## src/sv/esgd_pkg.sv

```systemverilog
// Shared constants, widths and codes of the embedding table SGD engine.
package esgd_pkg;

  // Fixed field widths
  localparam int DATA_W      = 32;
  localparam int LR_W        = 17;
  localparam int VC_W        = 11;
  localparam int CMD_W       = 2;
  localparam int POS_W       = 8;
  localparam int ELEM_W      = 4;
  localparam int IN_TDATA_W  = 80;
  localparam int OUT_TDATA_W = 40;

  // Default sizing of the tables
  localparam int VOCAB_DEF      = 1024;
  localparam int DIM_DEF        = 16;
  localparam int MAX_TOKENS_DEF = 256;

  // Register reset values
  localparam logic [LR_W-1:0] LR_RESET = 17'd655;
  localparam logic [VC_W-1:0] VC_RESET = 11'd1024;

  // Register indexes
  localparam logic CFG_LR = 1'b0;
  localparam logic CFG_VC = 1'b1;

  // Result kinds
  localparam logic KIND_EMBED = 1'b0;
  localparam logic KIND_DONE  = 1'b1;

  // Item commands
  typedef enum logic [CMD_W-1:0] {
    CMD_LOOKUP = 2'd0,
    CMD_GRAD   = 2'd1,
    CMD_UPDATE = 2'd2,
    CMD_LOAD   = 2'd3
  } cmd_e;

endpackage

```

## src/sv/esgd_alu.sv

```systemverilog
// Shared arithmetic unit: saturating gradient add and two-stage SGD step.
module esgd_alu import esgd_pkg::*; (
  input  logic              clk_i,
  input  logic              mul_en_i,
  input  logic [DATA_W-1:0] add_a_i,
  input  logic [DATA_W-1:0] add_b_i,
  input  logic [DATA_W-1:0] grad_i,
  input  logic [DATA_W-1:0] weight_i,
  input  logic [LR_W-1:0]   lr_i,
  output logic [DATA_W-1:0] sum_o,
  output logic [DATA_W-1:0] upd_o
);

  localparam int PROD_W = DATA_W + LR_W;
  localparam int DIFF_W = DATA_W + 3;

  logic [DATA_W:0]   sum_c;
  logic [DATA_W-1:0] mag_c;
  logic [PROD_W-1:0] prod_q;
  logic              neg_q;
  logic [DATA_W-1:0] w_q;
  logic [DIFF_W-1:0] wx_c;
  logic [DIFF_W-1:0] px_c;
  logic [DIFF_W-1:0] diff_c;

  // Saturating add of two signed words
  always_comb begin
    sum_c = {add_a_i[DATA_W-1], add_a_i} + {add_b_i[DATA_W-1], add_b_i};
    if (sum_c[DATA_W] != sum_c[DATA_W-1]) begin
      sum_o = sum_c[DATA_W] ? {1'b1, {(DATA_W-1){1'b0}}} : {1'b0, {(DATA_W-1){1'b1}}};
    end else begin
      sum_o = sum_c[DATA_W-1:0];
    end
  end

  // Stage 1: |dW| * lr, sign and weight kept beside it
  assign mag_c = grad_i[DATA_W-1] ? (~grad_i + DATA_W'(1)) : grad_i;

  always_ff @(posedge clk_i) begin
    if (mul_en_i) begin
      prod_q <= PROD_W'(mag_c) * PROD_W'(lr_i);
      neg_q  <= grad_i[DATA_W-1];
      w_q    <= weight_i;
    end
  end

  // Stage 2: drop 16 fraction bits (toward zero), subtract, saturate
  always_comb begin
    wx_c   = {{3{w_q[DATA_W-1]}}, w_q};
    px_c   = DIFF_W'(prod_q[PROD_W-1:16]);
    diff_c = neg_q ? (wx_c + px_c) : (wx_c - px_c);
    if (!diff_c[DIFF_W-1] && (|diff_c[DIFF_W-2:DATA_W-1])) begin
      upd_o = {1'b0, {(DATA_W-1){1'b1}}};
    end else if (diff_c[DIFF_W-1] && !(&diff_c[DIFF_W-2:DATA_W-1])) begin
      upd_o = {1'b1, {(DATA_W-1){1'b0}}};
    end else begin
      upd_o = diff_c[DATA_W-1:0];
    end
  end

endmodule

```

## config.mk

```make
export PLATFORM = sky130hd
export DESIGN_NAME = esgd_alu
export DESIGN_NICKNAME = d
export VERILOG_FILES = /design/src/sv/esgd_pkg.sv /design/src/sv/esgd_alu.sv
export SDC_FILE = /design/constraint.sdc
export NUM_CORES = 1
export LEC_CHECK = 0
export BUFFER_PORTS_ARGS = -buffer_cell sky130_fd_sc_hd__buf_2
export CORE_ASPECT_RATIO = 0.75
export CORE_MARGIN = 2
export CORE_UTILIZATION = 44
export DETAILED_ROUTE_END_ITERATION = 7
export RECOVER_POWER = 100
export SETUP_SLACK_MARGIN = 0.4
export SLEW_MARGIN = 20
export SYNTH_ARGS = -nofsm -noshare
export SYNTH_HDL_FRONTEND = slang
export SYNTH_SLANG_ARGS = --single-unit
```

## constraint.sdc

```tcl
create_clock -name clk_i -period 12.5 [get_ports clk_i]
set_input_delay 2.5 -clock clk_i [delete_from_list [all_inputs] [get_ports clk_i]]
set_output_delay 2.5 -clock clk_i [all_outputs]
set_load 0.02 [all_outputs]
```

Yosys cells after proc, flatten, opt, wreduce, memory -nomap -nowiden
Cells that the tools add are included.

operators by class
  reductions and logical operators = 6
  bitwise operators = 1
  muxes and demuxes = 6
  eq/ne operators = 1
  add/sub/neg operators = 4
  multiply operators = 1

operator list
  operator                                                          number
  32-bit 2-to-1 mux                                                 5
  32-bit by 17-bit multiplier with 49-bit output                    1
  32-bit by 34-bit adder with 35-bit output                         1
  35-bit 2-to-1 mux                                                 1
  32-bit by 34-bit subtractor with 35-bit output                    1
  32-bit by 32-bit adder with 33-bit output                         1
  32-bit by 1-bit adder with 32-bit output (second input constant)  1
  32-bit inverter                                                   1
  3-bit AND reduction                                               1
  3-bit OR reduction                                                1
  1-bit logical AND                                                 2
  1-bit zero test                                                   2
  1-bit inequality test                                             1

storage, ports and cells
  logic and storage cells = 22
  register bits after elaboration = 82
  bits of input ports = 147
  output and inout bits = 64

Logic depth before layout (Yosys ltp)
  word-level depth = 7
  mapped depth = 32
  gate-level depth less buffers = 31

Least setup slack after synthesis
Ideal clock, no wire load.

  path kind = input-to-reg
  start = input port grad_i[14]
  end = register prod_q[47], data pin
  data required time = 12.238 ns
  cell stages on the path = 28
  slack = 2.547 ns
  data arrival time = 9.691 ns
  buffers on the path = 1
  setup time = 0.262 ns
  cells stage by stage = or4_4 > nor3_2 > nand4_1 > or3_1 > or2_2 > o21ai_2 > xnor2_1 > buf_2 > nand2_1 > fa_1 > fa_1 > inv_1 > fa_1 > fa_1 > fa_1 > inv_1 > fa_1 > inv_1 > ha_1 > a21o_1 > a21oi_1 > o221ai_1 > a221oi_1 > o21ai_0 > a21o_1 > a211oi_2 > o21bai_1 > xor2_1

on the way
  cells in the longest elaborated chain, start to end = 4

RTL lines
  item                                              RTL line        source
  start, declared                                   esgd_alu.sv:7   input logic [DATA_W-1:0] grad_i,
  32-bit inverter                                   esgd_alu.sv:37  assign mag_c = grad_i[DATA_W-1] ? (~grad_i + DATA_W'(1)) : grad_i;
  32-bit by 1-bit adder with 32-bit output          esgd_alu.sv:37
  32-bit 2-to-1 mux *                               esgd_alu.sv:37
  32-bit by 17-bit multiplier with 49-bit output *  esgd_alu.sv:41  prod_q <= PROD_W'(mag_c) * PROD_W'(lr_i);
  end signal, assigned                              esgd_alu.sv:41
  end, declared                                     esgd_alu.sv:19  logic [PROD_W-1:0] prod_q;

Mark *: on every way between the ends. The rest lies on a longest branch, timed or not.
A chain may end at the register's enable or synchronous reset.

Worst setup path after layout
  start = input port grad_i[31]
  end = register prod_q[47], data pin

Same word-level chain as after synthesis.

==> results.json <==
{
  "status": "finished, violations left",
  "failed_checks": "capacitance limit, slew limit",
  "clockBufferDepth": 2,
  "grt_pass1_wl_um": 112500,
  "ctsHoldBuffers": 0,
  "cp_data_arrival_time_ps": 11280,
  "end_kind": "flip-flop",
  "syn_area_per_cell_um2": 8.666,
  "cts-root-buf": "clkbuf_16",
  "initial_core_util_pct": 44.76,
  "seq_area_frac_synth_pct": 8.301,
  "finalNetCount": 3677,
  "antenna_found_initial": 5,
  "wire_per_inst_um": 19.69,
  "via_per_inst": 5.405,
  "place_congestion": 0.9264,
  "worstPathMaxFanout": 33,
  "synth_top_area_share_pct": 37.65,
  "fp.coreArea_um2": 53340,
  "setup_tns_ps": 0,
  "route.detailed.drc": 0,
  "h-tree-depth": 3,
  "cpPeakStageDelay_ps": 1470,
  "worstPathCellList": "clkbuf_1, a21boi_0, xor2_1, nand2_1, fa_1, inv_1, fa_1, inv_1, fa_1, inv_1, fa_1, fa_1, fa_1, ha_1, a21oi_1, o21ai_0, or3_1, o211a_1, or2_0, a21o_1, a211oi_2, o21bai_1, xor2_1",
  "area_delta_synth_final_pct": 8.123,
  "drive_gt1_share_pct": 7.493,
  "critical_path_required_ps": 12590,
  "crit_type": "input pin to flip-flop",
  "slowest_stage": "xor2_1",
  "max_cap_viol_count": 3,
  "cts.repair.resized": 0,
  "firstDrtPassIters": 6,
  "synth_area_um2": 23870,
  "drt_iter0_drc": 1465,
  "ys.flop_type": "edfxtp_1",
  "cts.clk_slew.worst_paths_ps": 60,
  "synth_top_area_cell": "fa_1",
  "fin_util_pct": 48.39,
  "maxSlewHeadroom_pct": -144.7,
  "fillers": 5060,
  "ys_types": 72,
  "vias": 19520,
  "totalWireLength_um": 71090,
  "async_flop_share_pct": 0,
  "io_buffers": 210,
  "grt_pass1_vias": 20290,
  "postRouteAntennaNets": 0,
  "fin_crit_sh_pct": 89.56,
  "fin_crit_ps": 11200,
  "finalWorstSetupSlack_ps": 1305,
  "crit_path_frequent_cell": "fa_1",
  "hp-class": "input pin to flip-flop",
  "gr-total-overflow": 0,
  "cts_tree": "done",
  "rsz0062_at_grt": "no",
  "yosys_warnings": 0,
  "setup-violations-final": 0,
  "tightest_slew_ps": 3670,
  "design.die.area_um2": 56160,
  "dp_slack_ps": 1742,
  "cts_made_buffers": 9,
  "synth_edf_count": 66,
  "crit_start": "grad_i[31]",
  "grt_max_degree": 67,
  "drv_slew": 119,
  "hpwl_um": 55300,
  "cpLargestDelayFamily": "adder cells",
  "min_from": "weight_i[30]",
  "syn_nets": 3540,
  "cts_setup_buffers": 0,
  "grt.total_usage_pct": 25.74,
  "layout_commonest_cell": "inv_1",
  "cp-start-kind": "input pin",
  "fmax_mhz": 89.33,
  "row_count": 73,
  "die_y_um": 205.7,
  "ys_ff_latch": 66,
  "synth_area_leaders": "fa_1, ha_1, edfxtp_1, inv_1, nand2_1",
  "crit_buf_inv": 4,
  "syn_inst": 2755,
  "final_cell_mix": "inv_1, fa_1, nand2_1",
  "cts.sinks": 66,
  "io_pins": 211,
  "hold_viol": 0,
  "dieWidth_um": 273.0
}
==> state kept, by name, indices dropped and copies added (netlist names) <==
| signal | flops |
|---|---|
| prod_q | 33 |
| w_q | 32 |
| neg_q | 1 |
==> cell type report <==
| type | instances | area (um^2) | area share, % |
|---|---|---|---|
| clock inverters | 6 | 67.56 | 0.2617 |
| multi-input cells | 2050 | 19480 | 75.45 |
| well taps | 712 | 890.9 | 3.451 |
| diodes | 3 | 7.507 | 0.02908 |
| flip-flops and latches | 66 | 1982 | 7.678 |
| clock buffers | 9 | 225.2 | 0.8725 |
| inverters | 524 | 1967 | 7.620 |
| repair buffers | 241 | 1196 | 4.634 |
==> synthesized netlist by cell type (all sizes together), types with 17 or more instances <==
master / number
xor2: 65
fa: 449
o21ai: 63
edfxtp: 66
buf: 20
clkbuf: 95
nor3: 25
nand3: 29
nand2: 405
nor2: 76
a21o: 65
and2: 221
a21oi: 143
inv: 524
ha: 189
xnor2: 82
nand2b: 17
==> cell families (layout without fill, tap and decap cells) <==
logic type,count (synthesis),after routing,synth area share (%)
AO/OA/AOI/OAI,404,404,10.85
adder cells (fa/ha/maj),638,638,47.56
XOR/XNOR,147,147,5.393
multiplexers,3,3,0.1415
buffers and inverters,639,780,10.20
flip-flops,66,66,8.301
other,0,3,0
AND/OR/NAND/NOR,858,858,17.56
==> per-layer routing <==
layer | GRT usage, % | vias to the layer above | share of wire [%]
met5 | 0 | - | 0.072
met4 | 3.806 | 8 | 1.2
met2 | 38.73 | 848 | 42
li1 | - | 8885 | -
met1 | 38.09 | 9702 | 47
met3 | 6.395 | 73 | 10
==> stage by stage <==
| step | instances | area [um^2] | hold slack, ps |
|---|---|---|---|
| 6_report | 3611 | 25810 | 2332 |
| 5_1_grt | 3608 | 25810 | 2317 |
| 4_1_cts | 3606 | 25870 | 2318 |
| 3_5_place_dp | 3591 | 25580 | 2678 |
| 3_3_place_gp | 3591 | 25580 | 2677 |
| 2_1_floorplan | 2755 | 23870 | 2599 |
==> path summary, 6_finish.rpt <==
path / endpoint / slack, ps / cells past startpoint
min: w_q[30] / 2330 / 1
max: prod_q[47] / 1300 / 23
Power is left out: the tool's default activity adds up to more than one toggle a clock period on the data nets, which glitch-free logic cannot reach.
